File: config.mk
export PLATFORM = sky130hd
export DESIGN_NAME = bup_ctrl
export DESIGN_NICKNAME = d
export VERILOG_FILES = /design/src/rtl/bup_pkg.sv /design/src/rtl/bup_ctrl.sv
export SDC_FILE = /design/constraint.sdc
export NUM_CORES = 1
export LEC_CHECK = 0
export ABC_AREA = 1
export BUFFER_PORTS_ARGS = -buffer_cell sky130_fd_sc_hd__buf_2
export CAP_MARGIN = 5
export CORE_AREA = 2 2 39 41
export CTS_CLUSTER_SIZE = 20
export DETAILED_ROUTE_END_ITERATION = 7
export DIE_AREA = 0 0 41 43
export PLACE_DENSITY_LB_ADDON = 0.12
export SETUP_SLACK_MARGIN = 0.15
export SLEW_MARGIN = 25
export SYNTH_ARGS = -nofsm -noshare
export SYNTH_HDL_FRONTEND = slang
export SYNTH_SLANG_ARGS = --single-unit
File: constraint.sdc
create_clock -name clk -period 1 [get_ports clk]
set_input_delay 0.1 -clock clk [delete_from_list [all_inputs] [get_ports clk]]
set_output_delay 0.1 -clock clk [all_outputs]
set_load 0.02 [all_outputs]
File: src/rtl/bup_pkg.sv
`timescale 1ns / 1ps
// ----------------------------------------------------------------------------
// bup_pkg
// Shared types, codes and constants of the power-of-two bilinear upscaler.
// ----------------------------------------------------------------------------
package bup_pkg;

  // default source image bounds
  localparam int DEF_MAX_WIDTH  = 64;
  localparam int DEF_MAX_HEIGHT = 64;

  // exponent saturation limit and derived widths
  localparam logic [2:0] SHIFT_LIMIT = 3'd4;
  localparam int DIM_W  = 11;  // holds a coordinate plus carry, or size << shift
  localparam int IDX_W  = 8;   // neighbour index before edge handling
  localparam int WGT_W  = 5;   // one axis weight, 0..16
  localparam int PROD_W = 9;   // product of two axis weights, up to 256
  localparam int ACC_W  = 16;  // weighted channel sum
  localparam int TOT_W  = 4;   // x_shift + y_shift

  // register reset values
  localparam logic [6:0] RST_SRC_WIDTH  = 7'd64;
  localparam logic [6:0] RST_SRC_HEIGHT = 7'd64;

  // item opcodes
  localparam logic OP_WRITE = 1'b0;
  localparam logic OP_QUERY = 1'b1;

  // configuration register indexes
  localparam logic [2:0] CFG_SRC_WIDTH  = 3'd0;
  localparam logic [2:0] CFG_SRC_HEIGHT = 3'd1;
  localparam logic [2:0] CFG_X_SHIFT    = 3'd2;
  localparam logic [2:0] CFG_Y_SHIFT    = 3'd3;
  localparam logic [2:0] CFG_EDGE_MODE  = 3'd4;

  // neighbour fetch order
  localparam logic [1:0] NB_TL = 2'd0;
  localparam logic [1:0] NB_TR = 2'd1;
  localparam logic [1:0] NB_BL = 2'd2;
  localparam logic [1:0] NB_BR = 2'd3;

  // controller states
  typedef enum logic [2:0] {
    S_IDLE,
    S_SETUP,
    S_FETCH,
    S_LAST,
    S_DONE
  } state_t;

  // controller to datapath commands
  typedef struct packed {
    logic       wr;
    logic       load_q;
    logic       calc;
    logic       rd_en;
    logic [1:0] rd_sel;
  } ctrl_cmd_t;

  // datapath to controller status
  typedef struct packed {
    logic q_err;
  } dp_status_t;

endpackage

File: src/rtl/bup_ctrl.sv
`timescale 1ns / 1ps
// ----------------------------------------------------------------------------
// bup_ctrl
// Sequencer: accepts items, steps an in-range query through setup, four
// neighbour fetches, the final accumulate and the result strobe.
// ----------------------------------------------------------------------------
module bup_ctrl
  import bup_pkg::*;
(
  input  logic       clk,
  input  logic       rst_n,
  input  logic       start,
  input  logic       in_opcode,
  input  dp_status_t status,
  output logic       busy,
  output logic       out_valid,
  output ctrl_cmd_t  cmd
);

  state_t     state_r, state_nxt;
  logic [1:0] cnt_r, cnt_nxt;
  logic       accept;

  assign accept = start && !busy;

  // state and fetch counter
  always_ff @(posedge clk) begin
    if (!rst_n) begin
      state_r <= S_IDLE;
      cnt_r   <= '0;
    end else begin
      state_r <= state_nxt;
      cnt_r   <= cnt_nxt;
    end
  end

  // next state
  always_comb begin
    state_nxt = state_r;
    cnt_nxt   = cnt_r;
    unique case (state_r) inside
      S_IDLE, S_DONE: begin
        if (accept && in_opcode == OP_QUERY) begin
          state_nxt = S_SETUP;
        end else begin
          state_nxt = S_IDLE;
        end
      end
      S_SETUP: begin
        cnt_nxt   = '0;
        state_nxt = status.q_err ? S_DONE : S_FETCH;
      end
      S_FETCH: begin
        cnt_nxt = cnt_r + 2'd1;
        if (cnt_r == NB_BR) begin
          state_nxt = S_LAST;
        end
      end
      S_LAST: begin
        state_nxt = S_DONE;
      end
      default: begin
        state_nxt = S_IDLE;
      end
    endcase
  end

  // outputs
  always_comb begin
    busy       = 1'b1;
    out_valid  = 1'b0;
    cmd        = '0;
    cmd.rd_sel = cnt_r;
    unique case (state_r)
      S_IDLE: begin
        busy = 1'b0;
      end
      S_DONE: begin
        busy      = 1'b0;
        out_valid = 1'b1;
      end
      S_SETUP: begin
        cmd.calc = 1'b1;
      end
      S_FETCH: begin
        cmd.rd_en = 1'b1;
      end
      S_LAST: begin
        busy = 1'b1;
      end
      default: begin
        busy = 1'b1;
      end
    endcase
    cmd.wr     = accept && in_opcode == OP_WRITE;
    cmd.load_q = accept && in_opcode == OP_QUERY;
  end

  // accepted query always enters setup
  a_query_setup: assert property (@(posedge clk) disable iff (!rst_n)
    (start && !busy && in_opcode == OP_QUERY) |=> state_r == S_SETUP)
    else $error("query not followed by setup");

  // fourth fetch leads to the final accumulate
  a_fetch_end: assert property (@(posedge clk) disable iff (!rst_n)
    (state_r == S_FETCH && cnt_r == NB_BR) |=> state_r == S_LAST)
    else $error("fetch sequence overran");

  // result strobe only after an accumulate or a range error
  a_done_origin: assert property (@(posedge clk) disable iff (!rst_n)
    (state_r == S_DONE) |-> ($past(state_r) == S_LAST || $past(state_r) == S_SETUP))
    else $error("result strobe without a finished query");

endmodule

==> results.cfg, run 1 <==
[final_layout]
areaGrowthSynthToFinish_pct = 127
nets = 67
drive_gt1_share_pct = 71.7
fin_area_um2 = 562
antennaDiodeCount = 0
fillCellCount = 148

[critical_path]
path_cells = inv_4 > nand2_4 > nor3b_4 > buf_6
crit_path_end_kind = output pin
r2r-start = state_r[0]
arrival_ns = 1.03
cp.required_ns = 0.90
slowest_delay_ns = 0.36
reg2regPathDepth = 5
crit_path_start = state_r[0]
startpoint_type = flip-flop
crit_type = reg -> out
r2r_end = cnt_r[1]
regToRegSetupSlack_ns = 0.06
slowest_stage = dfxtp_4
setup.worst_path.end = cmd[5]
crit_fanout = 4

[detailed_routing]
met2_wirelength_um = 501
final_antenna_net_count = 0
drt_iter0_markers = 0
routed_wl_um = 794
wl_met1_um = 257
drcViolationCount = 0
topRoutingLayerUsed = met3
drt-wirelength-per-cell_um = 10.4
met3_length_um = 35
vias_per_cell = 4.13
vias = 314
dr.pass1.iters = 1

[floorplanning]
die_height_um = 43
coreArea_um2 = 1380
rows = 14
initial_core_util_pct = 17.9
die_x_um = 41
ios = 13
die-area_um2 = 1760

[synth]
yosys.area.top_type = dfxtp_1
synth_seq_cells = 5
synthAdderAreaFrac_pct = 5.05
synthCells = 36
seq_area_frac_synth_pct = 40.4
synth_most_common_cell = inv_1
ys.flop_type = dfxtp_1
synth-edff-count = 0
synth_nets = 42
synth-xor-area-share_pct = 0
synth-async-reset-ratio_pct = 0
synth-simple-area-share_pct = 34.8
syn_area_um2 = 248
synth_cell_type_count = 13
synth_area_leaders = dfxtp_1 (40%), inv_1 (12%), nand2_1 (9.1%)
ys_top_cells_by_count = inv_1 (8), nand2_1 (6), dfxtp_1 (5), nand3_1 (4)
ys_warn_count = 0
synth_top_family_by_area = simple AND/OR/NAND/NOR gates
synth_compound_area_share_pct = 6.06
synth.area.mux_share_pct = 0
synth_top_area_share_pct = 40.4
avgSynthCellArea_um2 = 6.88

[placed_design]
io_buffers = 12
placed_area_um2 = 370
gp_congestion = 0.644
dpl.hpwl_um = 525

[timing]
layout_min_cycle_time_ns = 1.13
holdWs_ns = 0.192
finalHoldViolCount = 0
worst_slack_ns = -0.133
finClkSkew_ns = 0.00656
setup_viol = 5
finalMaxSlewViolations = 0
grt_setup_unrepaired = true
worstMarginPinSlew_ns = 0.269
period_share_pct = 113
slew_headroom_pct = 82.0
max_freq_ghz = 0.883

[pwr]
leakage_nw = 0.253
peakVddDrop_mv = 0.510
pwr_density_cell_nw_per_um2 = 1100

[cts]
root_buffer = clkbuf_4
clkTransAtPathRegs_ns = 0.05
cts-buffers-inserted = 3
ctsHtreeMaxLevel = 1
clock_latency_ns = 0.24
cts_buffer_depth = 2
ctsHoldBuffers = 0
cts.sinks = 5
cts_tree = done

[grt]
grt_pass1_vias = 309
grt_max_degree = 6
grt_usage_pct = 10.3
grt_pass1_wl_um = 1190
antenna_found_initial = 0
grt.overflow.total = 0

[job]
maxCapViolCount = 0

[run_status]
outcome = complete, but fails checks
violations = setup timing

[worst_hold_path]
hp-class = in -> reg
## stage by stage
step           setup TNS (ns)  std cells  util (%)  power [mW]  setup WS [ns]
2_1_floorplan               0         36         -       0.290          0.115
3_3_place_gp                0         64      26.8       0.327         0.0750
3_5_place_dp                0         64      26.8       0.326         0.0740
4_1_cts                -0.454         74      36.7       0.615         -0.141
5_1_grt                -0.633         76      40.6       0.653         -0.187
6_report               -0.412         76      40.6       0.618         -0.133
## placed cells by master, fill, tap and decap left out, types with 3 or more instances in the layout
cell type | netlist | final
inv_4 | 0 | 3
buf_6 | 0 | 9
dfxtp_4 | 0 | 3
inv_1 | 8 | 4
buf_4 | 0 | 6
nand2_1 | 6 | 5
clkbuf_4 | 0 | 3
buf_2 | 0 | 5
## state kept, by name, indices dropped and copies added (netlist names)
signal and cells:
state_r 3, cnt_r 2
## worst min-delay path by stage
stage | depth (start not counted) | end | slack [ns] | start
final | 4 | state_r[1] | 0.19 | status
after global routing | 4 | state_r[1] | 0.20 | status
after CTS | 4 | state_r[1] | 0.15 | status
after detailed placement | 4 | state_r[1] | 0.40 | status
after global placement | 4 | state_r[1] | 0.41 | status
after floorplan | 1 | cmd[5] | 0.24 | in_opcode
## worst max-delay path, delay by kind of cell, from the launching register on
kind / cells / cell delay, ns
flops: 1 / 0.36
buf+inv: 2 / 0.21
simple gates: 2 / 0.23
## power by group
group | total [mW] | internal [mW] | switching, mW | leakage (nW)
registers | 0.216 | 0.204 | 0.0116 | 0.0438
logic | 0.171 | 0.0838 | 0.0870 | 0.194
clock network | 0.231 | 0.151 | 0.0802 | 0.0150
## repair_timing
| action | CTS | global route |
|---|---|---|
| resized for setup | 22 | 9 |
| setup buffers | 6 | 2 |
| setup endpoints to repair | 11 | 12 |
| pin swaps | 5 | 3 |
## layer usage
metal  up-vias  GRT usage, %
li1        162             -
met1       144          9.03
met2         8          18.4
met3         0          3.14
met4         0          6.00
met5         -             0
## area by class of cell
type	count	area [µm²]	share of cell area [%]
clock buffer	4	26.3	4.68
inverter	9	41.3	7.35
timing repair buffer	20	171	30.5
sequential	5	114	20.3
tap	16	20.0	3.56
multi-input combinational	22	189	33.6
## logic make-up (layout without fill, tap and decap cells)
logic type,count (synthesis),after routing
AND/OR/NAND/NOR,18,18
buffers and inverters,9,33
flip-flops,5,5
AO/OA/AOI/OAI,3,3
adder cells (fa/ha/maj),1,1
Power figures use the tool's default switching activity.
==> run 2: changes to the inputs <==
- CTS_BUF_LIST: unset -> sky130_fd_sc_hd__clkbuf_8
==> run 2 against run 1 <==
Net effect:
- the flow still finishes with violations (setup timing)
- global-route usage decreased by 0.30 points
- sequential power about the same
- die area unchanged
- cell count unchanged
- largest power group unchanged
- critical endpoint unchanged
- largest cell class unchanged
- register-to-register slack got worse by 0.03 ns
- wire length decreased by 3.0%
==> results.cfg, run 2 (same netlist as run 1, synthesis figures left out) <==
[final_layout]
layout_commonest_cell = buf_4
mostFrequentLayoutCells = buf_4 (8), buf_6 (7), inv_1 (5), nand2_1 (5), buf_2 (5)
fin_cells = 76
multi_input_area_um2 = 180
reg_top3 = state_r (3), cnt_r (2)
nets = 67
largest_register = state_r
drive_gt1_share_pct = 68.3
largest_reg_flops = 3
fillCellCount = 146
antennaDiodeCount = 0
regArea_um2 = 114
areaGrowthSynthToFinish_pct = 128

[pwr]
switchingPower_mw = 0.201
seq_power_share_pct = 28.7
leakage_nw = 0.262
p_sw_share_pct = 26.7
p_int_mw = 0.552
pwr-share-clk_pct = 48.9
power_frac_comb_pct = 22.3
peakVddDrop_mv = 0.502
pwr_density_cell_nw_per_um2 = 1330

[cts]
cts_tree = done
cts_buffer_depth = 2
cts-buffers-inserted = 3
clkTransAtPathRegs_ns = 0.04
cts.sinks = 5
clock_latency_ns = 0.22
ctsHtreeMaxLevel = 1
ctsHoldBuffers = 0
root_buffer = clkbuf_8

[critical_path]
crit_type = reg -> out
crit_path_end_kind = output pin
crit_fanout = 4
arrival_ns = 1.01
regToRegSetupSlack_ns = 0.03
cp.required_ns = 0.90
r2r-start = state_r[2]
r2r_end = cnt_r[0]
startpoint_type = flip-flop
reg2regPathDepth = 5

[timing]
max_freq_ghz = 0.901
holdWs_ns = 0.204
grt_setup_unrepaired = true
finalMaxSlewViolations = 0
finalHoldViolCount = 0
layout_min_cycle_time_ns = 1.11
slew_headroom_pct = 81.7
setup_viol = 5
finClkSkew_ns = 0.00221
worstMarginPinSlew_ns = 0.273
period_share_pct = 111
final.setup.tns_ns = -0.294
worst_slack_ns = -0.109

[floorplanning]
die_x_um = 41
ios = 13
rows = 14
die_height_um = 43
coreArea_um2 = 1380
die-area_um2 = 1760
initial_core_util_pct = 17.9

[detailed_routing]
vias = 330
final_antenna_net_count = 0
drt_iter0_markers = 3
dr.pass1.iters = 4
vias_per_cell = 4.34
drcViolationCount = 0
drt-wirelength-per-cell_um = 10.1
routed_wl_um = 770

[placed_design]
place_ws_ns = 0.0740
dpl.cell_count = 64
dpl.hpwl_um = 525
io_buffers = 12
gp_congestion = 0.644

[grt]
grt_pass1_wl_um = 1130
grt_pass1_vias = 296
grt.overflow.total = 0
grt_usage_pct = 9.95
grt_max_degree = 6
antenna_found_initial = 0

[worst_hold_path]
hp-start = status
holdPathEnd = state_r[1]
hp-class = in -> reg
hold_path_depth = 4

[job]
maxCapViolCount = 0

[run_status]
outcome = complete, but fails checks
violations = setup timing
==> run 2: what timing repair did <==
item | in CTS | in global routing
buffers inserted | 7 | 1
pin swaps | 5 | 2
setup endpoints to repair | 10 | 12
resized for setup | 19 | 8
==> run 2: worst max path at each step <==
stage	from	endpoint	slack, ns	cells past startpoint
6_report	state_r[0]	cmd[5]	-0.11	4
5_1_grt	state_r[0]	cmd[5]	-0.16	4
4_1_cts	state_r[0]	cmd[5]	-0.11	4
3_5_place_dp	state_r[0]	cmd[5]	0.07	4
3_3_place_gp	state_r[0]	cmd[5]	0.08	4
2_1_floorplan	state_r[0]	cmd[5]	0.12	3
==> run 2: worst max-delay path, cell delays in order, from the launching register on <==
cell	delay, ns
dfxtp_4	0.35
inv_4	0.07
nand2_4	0.06
nor3b_4	0.17
buf_6	0.14
==> run 2: area by class of cell <==
| cell class | count | area share, % |
|---|---|---|
| well taps | 16 | 3.55 |
| clock buffers | 3 | 7.32 |
| inverters | 9 | 7.32 |
| flip-flops and latches | 5 | 20.2 |
| repair buffers | 20 | 29.0 |
| multi-input cells | 22 | 31.9 |
| clock inverters | 1 | 0.665 |
==> run 2: power groups by stage <==
stage                     Sequential, mW  Combinational (mW)  Clock [mW]
after floorplan                    0.221              0.0699           0
after CTS                          0.217               0.155       0.374
after global placement             0.220               0.107           0
after global routing               0.217               0.182       0.378
after detailed placement           0.220               0.106           0
final                              0.216               0.168       0.368
==> run 2: per-stage QoR <==
stage	instance area, µm²	utilization [%]	power, mW
6_report	564	40.8	0.753
5_1_grt	564	40.8	0.778
4_1_cts	524	37.9	0.746
3_5_place_dp	370	26.8	0.326
3_3_place_gp	370	26.8	0.327
2_1_floorplan	290	-	0.290
==> run 2: routing by layer <==
layer  routed length [µm]  global-route usage, %  vias up
met1                  245                   8.39      152
met5                    0                      0        -
met2                  459                   18.1       13
met3                   48                   3.14        2
met4                   16                   6.00        0
li1                     -                      -      163
